[src/rtl/core/dtsi_pkg.sv]
// Shared types, codes and constant tables of the decimal text converter.
`timescale 1ns / 1ps

package dtsi_pkg;

  localparam logic [1:0] ST_OK     = 2'd0;
  localparam logic [1:0] ST_TRUNC  = 2'd1;
  localparam logic [1:0] ST_SYNTAX = 2'd2;
  localparam logic [1:0] ST_RANGE  = 2'd3;

  localparam logic [1:0] SIGN_NONE  = 2'd0;
  localparam logic [1:0] SIGN_PLUS  = 2'd1;
  localparam logic [1:0] SIGN_MINUS = 2'd2;

  localparam logic [7:0] CH_NUL   = 8'h00;
  localparam logic [7:0] CH_DOT   = 8'h2E;
  localparam logic [7:0] CH_PLUS  = 8'h2B;
  localparam logic [7:0] CH_MINUS = 8'h2D;
  localparam logic [7:0] CH_ZERO  = 8'h30;
  localparam logic [7:0] CH_NINE  = 8'h39;

  localparam logic [2:0] MAX_SCALE = 3'd4;
  localparam logic [2:0] FRAC_SAT  = 3'd5;

  localparam logic [0:0] REG_FRAC_SCALE      = 1'b0;
  localparam logic [0:0] REG_UNSIGNED_TARGET = 1'b1;

  typedef struct packed {
    logic [63:0] mag;
    logic [1:0]  sign;
    logic        point;
    logic        started;
    logic [2:0]  frac_cnt;
    logic [1:0]  status;
    logic        ended;
  } scan_state_t;

  localparam scan_state_t SCAN_CLEAR = '0;

  function automatic logic [2:0] eff_scale(input logic [2:0] fs);
    return (fs > MAX_SCALE) ? MAX_SCALE : fs;
  endfunction

  function automatic logic [13:0] pow10(input logic [2:0] idx);
    logic [13:0] r;
    unique case (idx)
      3'd0:    r = 14'd1;
      3'd1:    r = 14'd10;
      3'd2:    r = 14'd100;
      3'd3:    r = 14'd1000;
      default: r = 14'd10000;
    endcase
    return r;
  endfunction

  // Largest magnitude that still fits the target after scaling by pow10(idx).
  function automatic logic [63:0] lim_div(input logic uns, input logic [2:0] idx);
    logic [63:0] r;
    if (uns) begin
      unique case (idx)
        3'd0:    r = 64'd18446744073709551615;
        3'd1:    r = 64'd1844674407370955161;
        3'd2:    r = 64'd184467440737095516;
        3'd3:    r = 64'd18446744073709551;
        default: r = 64'd1844674407370955;
      endcase
    end else begin
      unique case (idx)
        3'd0:    r = 64'd9223372036854775807;
        3'd1:    r = 64'd922337203685477580;
        3'd2:    r = 64'd92233720368547758;
        3'd3:    r = 64'd9223372036854775;
        default: r = 64'd922337203685477;
      endcase
    end
    return r;
  endfunction

endpackage

[src/rtl/core/dtsi_char_if.sv]
// Character input channel: one ASCII character and its end-of-text marker.
`timescale 1ns / 1ps

interface dtsi_char_if;
  logic       valid;
  logic       ready;
  logic [7:0] char_code;
  logic       last_char;

  modport source (output valid, output char_code, output last_char, input ready);
  modport sink   (input valid, input char_code, input last_char, output ready);
endinterface

[src/rtl/core/dtsi_result_if.sv]
// Result output channel: the scaled 64-bit value and its status code.
`timescale 1ns / 1ps

interface dtsi_result_if;
  logic        valid;
  logic        ready;
  logic [63:0] value_bits;
  logic [1:0]  status;

  modport source (output valid, output value_bits, output status, input ready);
  modport sink   (input valid, input value_bits, input status, output ready);
endinterface

[src/rtl/core/dtsi_scan.sv]
// Per-character parser step: updates the scan state for one character.
`timescale 1ns / 1ps

module dtsi_scan (
  input  dtsi_pkg::scan_state_t cur_i,
  input  logic [7:0]            char_i,
  input  logic [2:0]            scale_i,
  input  logic                  uns_i,
  output dtsi_pkg::scan_state_t nxt_o
);

  logic [3:0]  dig;
  logic [63:0] q_lim;
  logic [3:0]  r_lim;
  logic        over;
  logic [2:0]  fc_inc;
  logic [63:0] mag_x10;

  // (limit - d) / 10 exceeded, written as quotient and remainder of the limit.
  assign dig     = char_i[3:0];
  assign q_lim   = uns_i ? 64'd1844674407370955161 : 64'd922337203685477580;
  assign r_lim   = uns_i ? 4'd5 : 4'd7;
  assign over    = (cur_i.mag > q_lim) || ((cur_i.mag == q_lim) && (dig > r_lim));
  assign mag_x10 = {cur_i.mag[60:0], 3'b000} + {cur_i.mag[62:0], 1'b0} + {60'd0, dig};
  assign fc_inc  = (cur_i.point && (cur_i.frac_cnt < dtsi_pkg::FRAC_SAT)) ?
                   cur_i.frac_cnt + 3'd1 : cur_i.frac_cnt;

  always_comb begin
    nxt_o = cur_i;
    if (!cur_i.ended && !cur_i.status[1]) begin
      priority if (char_i == dtsi_pkg::CH_NUL) begin
        nxt_o.ended = 1'b1;
      end else if (char_i == dtsi_pkg::CH_DOT) begin
        if (cur_i.point) nxt_o.status = dtsi_pkg::ST_SYNTAX;
        else nxt_o.point = 1'b1;
      end else if ((char_i == dtsi_pkg::CH_MINUS) || (char_i == dtsi_pkg::CH_PLUS)) begin
        if ((cur_i.sign != dtsi_pkg::SIGN_NONE) || cur_i.started) begin
          nxt_o.status = dtsi_pkg::ST_SYNTAX;
        end else begin
          nxt_o.sign = (char_i == dtsi_pkg::CH_MINUS) ? dtsi_pkg::SIGN_MINUS
                                                      : dtsi_pkg::SIGN_PLUS;
        end
      end else if ((char_i >= dtsi_pkg::CH_ZERO) && (char_i <= dtsi_pkg::CH_NINE)) begin
        nxt_o.started  = 1'b1;
        nxt_o.frac_cnt = fc_inc;
        if (fc_inc > scale_i) begin
          if (dig != 4'd0) nxt_o.status = dtsi_pkg::ST_TRUNC;
        end else if (over) begin
          nxt_o.status = dtsi_pkg::ST_RANGE;
        end else begin
          nxt_o.mag = mag_x10;
        end
      end else begin
        nxt_o.status = dtsi_pkg::ST_SYNTAX;
      end
    end
  end

endmodule

[src/rtl/core/dtsi_finish.sv]
// End-of-text step: pads to the scale, applies the sign and forms the result.
`timescale 1ns / 1ps

module dtsi_finish (
  input  dtsi_pkg::scan_state_t st_i,
  input  logic [2:0]            scale_i,
  input  logic                  uns_i,
  output logic [63:0]           value_o,
  output logic [1:0]            status_o
);

  logic [2:0]  pad_idx;
  logic        need_pad;
  logic [63:0] x10;
  logic [63:0] x100;
  logic [63:0] x1000;
  logic [63:0] x10000;
  logic [63:0] padded;
  logic [63:0] v;
  logic [1:0]  s;

  assign need_pad = (st_i.frac_cnt < scale_i);
  assign pad_idx  = scale_i - st_i.frac_cnt;

  // Constant multiplies by the powers of ten, built from shifts, adds and subtracts.
  // Only the low 64 bits matter: an overflowing product is out of range anyway.
  assign x10    = {st_i.mag[60:0], 3'b000} + {st_i.mag[62:0], 1'b0};
  assign x100   = {st_i.mag[57:0], 6'd0} + {st_i.mag[58:0], 5'd0} + {st_i.mag[61:0], 2'd0};
  assign x1000  = {st_i.mag[53:0], 10'd0} - {st_i.mag[59:0], 4'd0} - {st_i.mag[60:0], 3'd0};
  assign x10000 = {st_i.mag[50:0], 13'd0} + {st_i.mag[53:0], 10'd0} +
                  {st_i.mag[54:0], 9'd0} + {st_i.mag[55:0], 8'd0} + {st_i.mag[59:0], 4'd0};

  always_comb begin
    unique case (pad_idx)
      3'd1:    padded = x10;
      3'd2:    padded = x100;
      3'd3:    padded = x1000;
      3'd4:    padded = x10000;
      default: padded = st_i.mag;
    endcase
  end

  always_comb begin
    v = st_i.mag;
    s = st_i.status;
    if (!s[1] && need_pad) begin
      if (st_i.mag > dtsi_pkg::lim_div(uns_i, pad_idx)) s = dtsi_pkg::ST_RANGE;
      else v = padded;
    end
    if (!s[1] && (st_i.sign == dtsi_pkg::SIGN_MINUS)) begin
      if (uns_i) s = dtsi_pkg::ST_RANGE;
      else v = 64'd0 - v;
    end
    value_o  = s[1] ? 64'd0 : v;
    status_o = s;
  end

endmodule

[src/rtl/core/decimal_text_to_scaled_int64_top.sv]
// Top level of the decimal text to scaled 64-bit integer converter.
//
//   Channel   Direction  Beat contents                     Accepted when
//   char_in   in         char_code[7:0], last_char         valid && ready
//   res_out   out        value_bits[63:0], status[1:0]     valid && ready
//   APB cfg   in/out     frac_scale @0x0, unsigned_target  psel && penable && pwrite
//                        @0x4 (32-bit data)
//
// One character beat is taken every cycle, except that a last character waits
// for room in the finish register. A character sits in the input register
// while the parser updates the scan state; on the last character the finished
// state moves to a finish register, where the padding by a power of ten
// (shifts, adds and subtracts) and the sign step run, and the result moves on
// from there into the output register.
// Reset clears the scan state, the valid flags and both configuration
// registers. A stalled result stalls only last characters; other characters
// keep flowing while the finish and output registers are full.
`timescale 1ns / 1ps

module decimal_text_to_scaled_int64_top (
  input  logic                 clk_i,
  input  logic                 rst_ni,
  dtsi_char_if.sink            char_in,
  dtsi_result_if.source        res_out,
  input  logic                 psel,
  input  logic                 penable,
  input  logic                 pwrite,
  input  logic [2:0]           paddr,
  input  logic [31:0]          pwdata,
  output logic [31:0]          prdata,
  output logic                 pready
);

  // Configuration registers.
  logic [2:0] frac_scale_q;
  logic       unsigned_q;
  logic [2:0] scale_eff;
  logic       cfg_we;

  assign pready    = 1'b1;
  assign cfg_we    = psel && penable && pwrite;
  assign scale_eff = dtsi_pkg::eff_scale(frac_scale_q);
  assign prdata    = (paddr[2] == dtsi_pkg::REG_UNSIGNED_TARGET) ?
                     {31'd0, unsigned_q} : {29'd0, frac_scale_q};

  always_ff @(posedge clk_i or negedge rst_ni) begin
    if (!rst_ni) begin
      frac_scale_q <= 3'd0;
      unsigned_q   <= 1'b0;
    end else if (cfg_we) begin
      if (paddr[2] == dtsi_pkg::REG_FRAC_SCALE) frac_scale_q <= pwdata[2:0];
      else unsigned_q <= pwdata[0];
    end
  end

  // Input register holding one character beat.
  logic       in_vld_q;
  logic [7:0] in_char_q;
  logic       in_last_q;

  // Finish register holding the scan state of a completed text.
  logic                  fin_vld_q;
  dtsi_pkg::scan_state_t fin_q;

  // Output register.
  logic        out_vld_q;
  logic [63:0] out_value_q;
  logic [1:0]  out_status_q;

  dtsi_pkg::scan_state_t state_q;
  dtsi_pkg::scan_state_t state_d;

  logic        fin_adv;
  logic        fin_free;
  logic        in_consume;
  logic [63:0] fin_value;
  logic [1:0]  fin_status;

  // Ready runs back from the output: a last character needs room in the
  // finish register, any other character is consumed at once.
  assign fin_adv    = fin_vld_q && (!out_vld_q || res_out.ready);
  assign fin_free   = !fin_vld_q || fin_adv;
  assign in_consume = in_vld_q && (!in_last_q || fin_free);
  assign char_in.ready = !in_vld_q || in_consume;

  dtsi_scan u_scan (
    .cur_i   (state_q),
    .char_i  (in_char_q),
    .scale_i (scale_eff),
    .uns_i   (unsigned_q),
    .nxt_o   (state_d)
  );

  dtsi_finish u_finish (
    .st_i     (fin_q),
    .scale_i  (scale_eff),
    .uns_i    (unsigned_q),
    .value_o  (fin_value),
    .status_o (fin_status)
  );

  always_ff @(posedge clk_i or negedge rst_ni) begin
    if (!rst_ni) begin
      in_vld_q  <= 1'b0;
      fin_vld_q <= 1'b0;
      out_vld_q <= 1'b0;
      state_q   <= dtsi_pkg::SCAN_CLEAR;
    end else begin
      if (char_in.valid && char_in.ready) in_vld_q <= 1'b1;
      else if (in_consume) in_vld_q <= 1'b0;

      if (in_consume) begin
        state_q <= in_last_q ? dtsi_pkg::SCAN_CLEAR : state_d;
      end

      if (in_consume && in_last_q) fin_vld_q <= 1'b1;
      else if (fin_adv) fin_vld_q <= 1'b0;

      if (fin_adv) out_vld_q <= 1'b1;
      else if (res_out.ready) out_vld_q <= 1'b0;
    end
  end

  // Payload registers carry no reset.
  always_ff @(posedge clk_i) begin
    if (char_in.valid && char_in.ready) begin
      in_char_q <= char_in.char_code;
      in_last_q <= char_in.last_char;
    end
    if (in_consume && in_last_q) fin_q <= state_d;
    if (fin_adv) begin
      out_value_q  <= fin_value;
      out_status_q <= fin_status;
    end
  end

  assign res_out.valid      = out_vld_q;
  assign res_out.value_bits = out_value_q;
  assign res_out.status     = out_status_q;

  // A pending finish entry is never dropped while the output is stalled.
  a_fin_hold: assert property (@(posedge clk_i) disable iff (!rst_ni)
    fin_vld_q && !fin_adv |=> fin_vld_q)
    else $error("finish entry lost under stall");

  // The scan state starts fresh after the last character of a text.
  a_clear_after_last: assert property (@(posedge clk_i) disable iff (!rst_ni)
    in_consume && in_last_q |=> state_q == dtsi_pkg::SCAN_CLEAR)
    else $error("scan state not cleared after last character");

  // Error results carry a zero value.
  a_err_zero: assert property (@(posedge clk_i) disable iff (!rst_ni)
    out_vld_q && out_status_q[1] |-> out_value_q == 64'd0)
    else $error("error result with nonzero value");

  // The fractional digit count saturates.
  a_frac_sat: assert property (@(posedge clk_i) disable iff (!rst_ni)
    state_q.frac_cnt <= dtsi_pkg::FRAC_SAT)
    else $error("fractional digit count past saturation");

endmodule
[src/flat_wrapper.sv]
// flat-port wrapper written by rule: the top's interface ports become plain ports
module decimal_text_to_scaled_int64_top_flat 
  (clk_i, rst_ni, psel, penable, pwrite, paddr, pwdata, prdata, pready, char_in_valid, char_in_char_code, char_in_last_char, char_in_ready, res_out_valid, res_out_value_bits, res_out_status, res_out_ready);
  dtsi_char_if char_in_i ();
  dtsi_result_if res_out_i ();
  input  logic clk_i;
  input  logic rst_ni;
  input  logic psel;
  input  logic penable;
  input  logic pwrite;
  input  logic [2:0] paddr;
  input  logic [31:0] pwdata;
  output logic [31:0] prdata;
  output logic pready;
  input wire logic [$bits(char_in_i.valid)-1:0] char_in_valid;
  input wire logic [$bits(char_in_i.char_code)-1:0] char_in_char_code;
  input wire logic [$bits(char_in_i.last_char)-1:0] char_in_last_char;
  output wire logic [$bits(char_in_i.ready)-1:0] char_in_ready;
  output wire logic [$bits(res_out_i.valid)-1:0] res_out_valid;
  output wire logic [$bits(res_out_i.value_bits)-1:0] res_out_value_bits;
  output wire logic [$bits(res_out_i.status)-1:0] res_out_status;
  input wire logic [$bits(res_out_i.ready)-1:0] res_out_ready;
  assign char_in_i.valid = char_in_valid;
  assign char_in_i.char_code = char_in_char_code;
  assign char_in_i.last_char = char_in_last_char;
  assign char_in_ready = char_in_i.ready;
  assign res_out_valid = res_out_i.valid;
  assign res_out_value_bits = res_out_i.value_bits;
  assign res_out_status = res_out_i.status;
  assign res_out_i.ready = res_out_ready;
  decimal_text_to_scaled_int64_top u_core (.clk_i(clk_i), .rst_ni(rst_ni), .char_in(char_in_i), .res_out(res_out_i), .psel(psel), .penable(penable), .pwrite(pwrite), .paddr(paddr), .pwdata(pwdata), .prdata(prdata), .pready(pready));
endmodule
[config.mk]
export PLATFORM = sky130hd
export DESIGN_NAME = decimal_text_to_scaled_int64_top_flat
export DESIGN_NICKNAME = d
export VERILOG_FILES = /design/src/rtl/core/dtsi_pkg.sv /design/src/rtl/core/dtsi_char_if.sv /design/src/rtl/core/dtsi_result_if.sv /design/src/rtl/core/dtsi_scan.sv /design/src/rtl/core/dtsi_finish.sv /design/src/rtl/core/decimal_text_to_scaled_int64_top.sv /design/src/flat_wrapper.sv
export SDC_FILE = /design/constraint.sdc
export NUM_CORES = 2
export LEC_CHECK = 0
export ABC_CLOCK_PERIOD_IN_PS = 11660
export BUFFER_PORTS_ARGS = -buffer_cell sky130_fd_sc_hd__buf_2
export CORE_ASPECT_RATIO = 1.5
export CORE_MARGIN = 10
export CORE_UTILIZATION = 50
export CTS_CLUSTER_SIZE = 16
export DETAILED_ROUTE_END_ITERATION = 16
export GPL_ROUTABILITY_DRIVEN = 0
export PLACE_DENSITY = 0.74
export SYNTH_ARGS = -nofsm -noshare
export SYNTH_HDL_FRONTEND = slang
export SYNTH_HIERARCHICAL = 1
export SYNTH_SLANG_ARGS = --single-unit
[constraint.sdc]
create_clock -name clk_i -period 11.66 [get_ports clk_i]
set_input_delay 1.749 -clock clk_i [delete_from_list [all_inputs] [get_ports clk_i]]
set_output_delay 1.749 -clock clk_i [all_outputs]
set_load 0.005 [all_outputs]
==> flow_metrics.tcl <==
set metrics [dict create \
    crit-reg2reg-capture "u_core/res_out.value_bits[60]$_DFFE_PP_" \
    grt_max_degree 135 \
    path_max_fanout 16 \
    stdcell_area_um2 46600 \
    rows 133 \
    tightest_slew_ns 1.49 \
    r2r.worst_path.cells 25 \
    min_to "u_core/frac_scale_q[0]$_DFFE_PN0P_" \
    drive_gt1_share_pct 7.00 \
    cp.buffers_inverters 2 \
    required_ns 12.03 \
    p_leak_uw 0.0199 \
    grt_usage_pct 31.5 \
    crit_start "u_core/frac_scale_q[2]$_DFFE_PN0P_" \
    viasPerCell 6.72 \
    period_minus_slack_ns 10.20 \
    num_vias 45300 \
    ctsHoldBuffers 0 \
    final_cell_count_no_fill 6740 \
    final_core_util_pct 53.0 \
    gr-total-overflow 0 \
    grt_pass1_wl_mm 253 \
    rrSetupSlack_ns 1.46 \
    syn_area_per_cell_um2 7.88 \
    setup_violations 0 \
    hold_violations 0 \
    yosysWarnings 6 \
    wire_per_inst_um 24.6 \
    fillCellCount 8310 \
    hold_depth 1 \
    clock_skew_ns 0.0263 \
    status "finished with violations" \
    drv_slew 1 \
    antenna_found_initial 5 \
    violations "capacitance limit, slew limit" \
    cpPeakStageDelay_ns 1.02 \
    htreeDepth 1 \
    fin_ws_ns 1.46 \
    die_h_um 385 \
    peakVddDrop_mv 0.108 \
    drtPass1Iterations 9 \
    grt_pass1_vias 44400 \
    rsz0062_at_grt "no" \
    clockRootBuffer "clkbuf_16" \
    syn_area_um2 44500 \
    timing.final.crit_share_pct 87.5 \
    syn_inst 5642 \
    cts_tree "built" \
    critPathMostFrequentCell "nand2_1" \
    fin_tns_setup_ns 0 \
    drv_cap 1 \
    cts_sinks 227 \
    cts_made_buffers 26 \
    coreArea_um2 88000 \
    place_area_um2 45700 \
    p_per_area_nw_per_um2 120 \
    max_slew_margin_pct -0.703 \
    hpwl_mm 125 \
    pre_cts_slack_ns 2.02 \
    wirelength_mm 166 \
    cts_resized 0 \
    clk_pin_slew_ns 0.08 \
    reg2reg_from "u_core/frac_scale_q[2]$_DFFE_PN0P_" \
    ant_nets 0 \
    post-place-cells 6687 \
    num_io_pins 152 \
    clk_latency_ns 0.63 \
    cp.arrival_ns 10.57 \
    first_iter_violations 5201 \
    hp-start "u_core/frac_scale_q[0]$_DFFE_PN0P_" \
    post_cts_buffers 0 \
    crit_path_end_kind "flop" \
    dieArea_um2 102000 \
    cp_slowest_cell "o41ai_1" \
    max_freq_mhz 98.1 \
    criticalPathCategory "reg -> reg" \
    port-buffer-count 90 \
    post-route-drc-count 0 \
    die-width_um 264 \
    area_growth_pct 4.82 \
    path_delay_family "simple AND/OR/NAND/NOR gates" \
    ctsLongestPathBuffers 3 \
    initial_core_util_pct 50.5 \
    worstHoldPathType "reg -> reg" \
    nNetsFinal 6362 \
    start_kind "flop" \
]
[state kept, by name (all words and copies together) (netlist names)]
signal,count
u_core/fin_vld_q,1
u_core/res_out.value_bits,64
u_core/in_vld_q,1
u_core/res_out.status,2
u_core/in_char_q,8
u_core/frac_scale_q,3
u_core/unsigned_q,1
u_core/fin_q,71
u_core/in_last_q,1
u_core/state_q,74
u_core/res_out.valid,1
[placed cells by master, fill, tap and decap left out, types with 28 or more instances in the layout]
cell and instances:
nand2_1 628, inv_1 508, a21oi_1 488, ha_1 469, o21ai_0 378, nor2_1 373
fa_1 273, nand4_1 152, edfxtp_1 146, nor3_1 130, xnor2_1 130, nand3_1 123
xor2_1 120, a21o_1 94, buf_2 89, buf_4 89, nand3b_1 83, dfrtp_1 79
o21a_1 64, o221ai_1 62, a31oi_1 62, a211oi_1 53, mux2i_1 49, o211ai_1 48
o21bai_1 47, and3_1 47, or3_1 42, o31ai_1 39, nor2b_1 36, nor4_1 36
nand2b_1 33, and2_1 33, o221ai_2 31, conb_1 30, o22ai_1 30, clkbuf_16 28
[power by group]
part	internal [uW]	switching, uW
clock	470	391
sequential	910	27.0
combinational	1230	2550
total	2610	2970
[routing by layer]
layer	vias up	wire length [um]	track usage, %
li1	20300	-	-
met1	21300	56000	34.3
met2	2764	75900	52.3
met3	950	18300	7.58
met4	2	15700	24.7
met5	-	13	0.0474
[final cells by class]
cell class | instances | area, um2 | area share (%)
inverters | 508 | 1910 | 4.09
clock buffers | 34 | 733 | 1.57
clock inverters | 14 | 126 | 0.271
repair buffers | 179 | 1120 | 2.40
well taps | 1147 | 1440 | 3.08
multi-input cells | 4627 | 34900 | 74.8
diodes | 4 | 10.0 | 0.0215
flip-flops and latches | 227 | 6420 | 13.8
[worst max-delay path by stage]
stage,to,slack [ns],cells after the start
after detailed placement,u_core/res_out.value_bits[60]$_DFFE_PP_,2.02,25
after CTS,u_core/res_out.value_bits[60]$_DFFE_PP_,2.00,25
final,u_core/res_out.value_bits[60]$_DFFE_PP_,1.46,25
after global routing,u_core/res_out.value_bits[60]$_DFFE_PP_,0.79,26
after global placement,u_core/res_out.value_bits[60]$_DFFE_PP_,2.17,25
after floorplan,u_core/res_out.value_bits[60]$_DFFE_PP_,3.76,36
[worst register-to-register path, stage by stage (launching register included)]
cell and delay (ns):
dfrtp_1 0.44, nor2b_1 0.19, inv_1 0.07, ha_1 0.23, fa_1 0.92, nand2_1 0.48, nor2_1 0.51, inv_1 0.28
nand2_1 0.20, nand2_1 0.11, ha_1 0.31, nand4_1 0.16, nor3_1 0.08, a221o_1 0.31, nor4_1 0.89, and3_1 0.75
nor2_4 0.18, a22oi_1 0.29, ha_1 0.26, nand2_1 0.18, o41ai_1 1.02, nand3_1 0.77, nor3_4 0.57, nand4bb_4 0.18
and3_1 0.21, or3_1 0.38
[per-stage QoR]
stage	hold slack [ns]	total power, uW
floorplan	0.474	3480
global placement	0.508	4430
detailed placement	0.516	4490
CTS	0.531	5370
global route	0.555	5880
finish	0.528	5570
(Power assumes the default switching activity.)
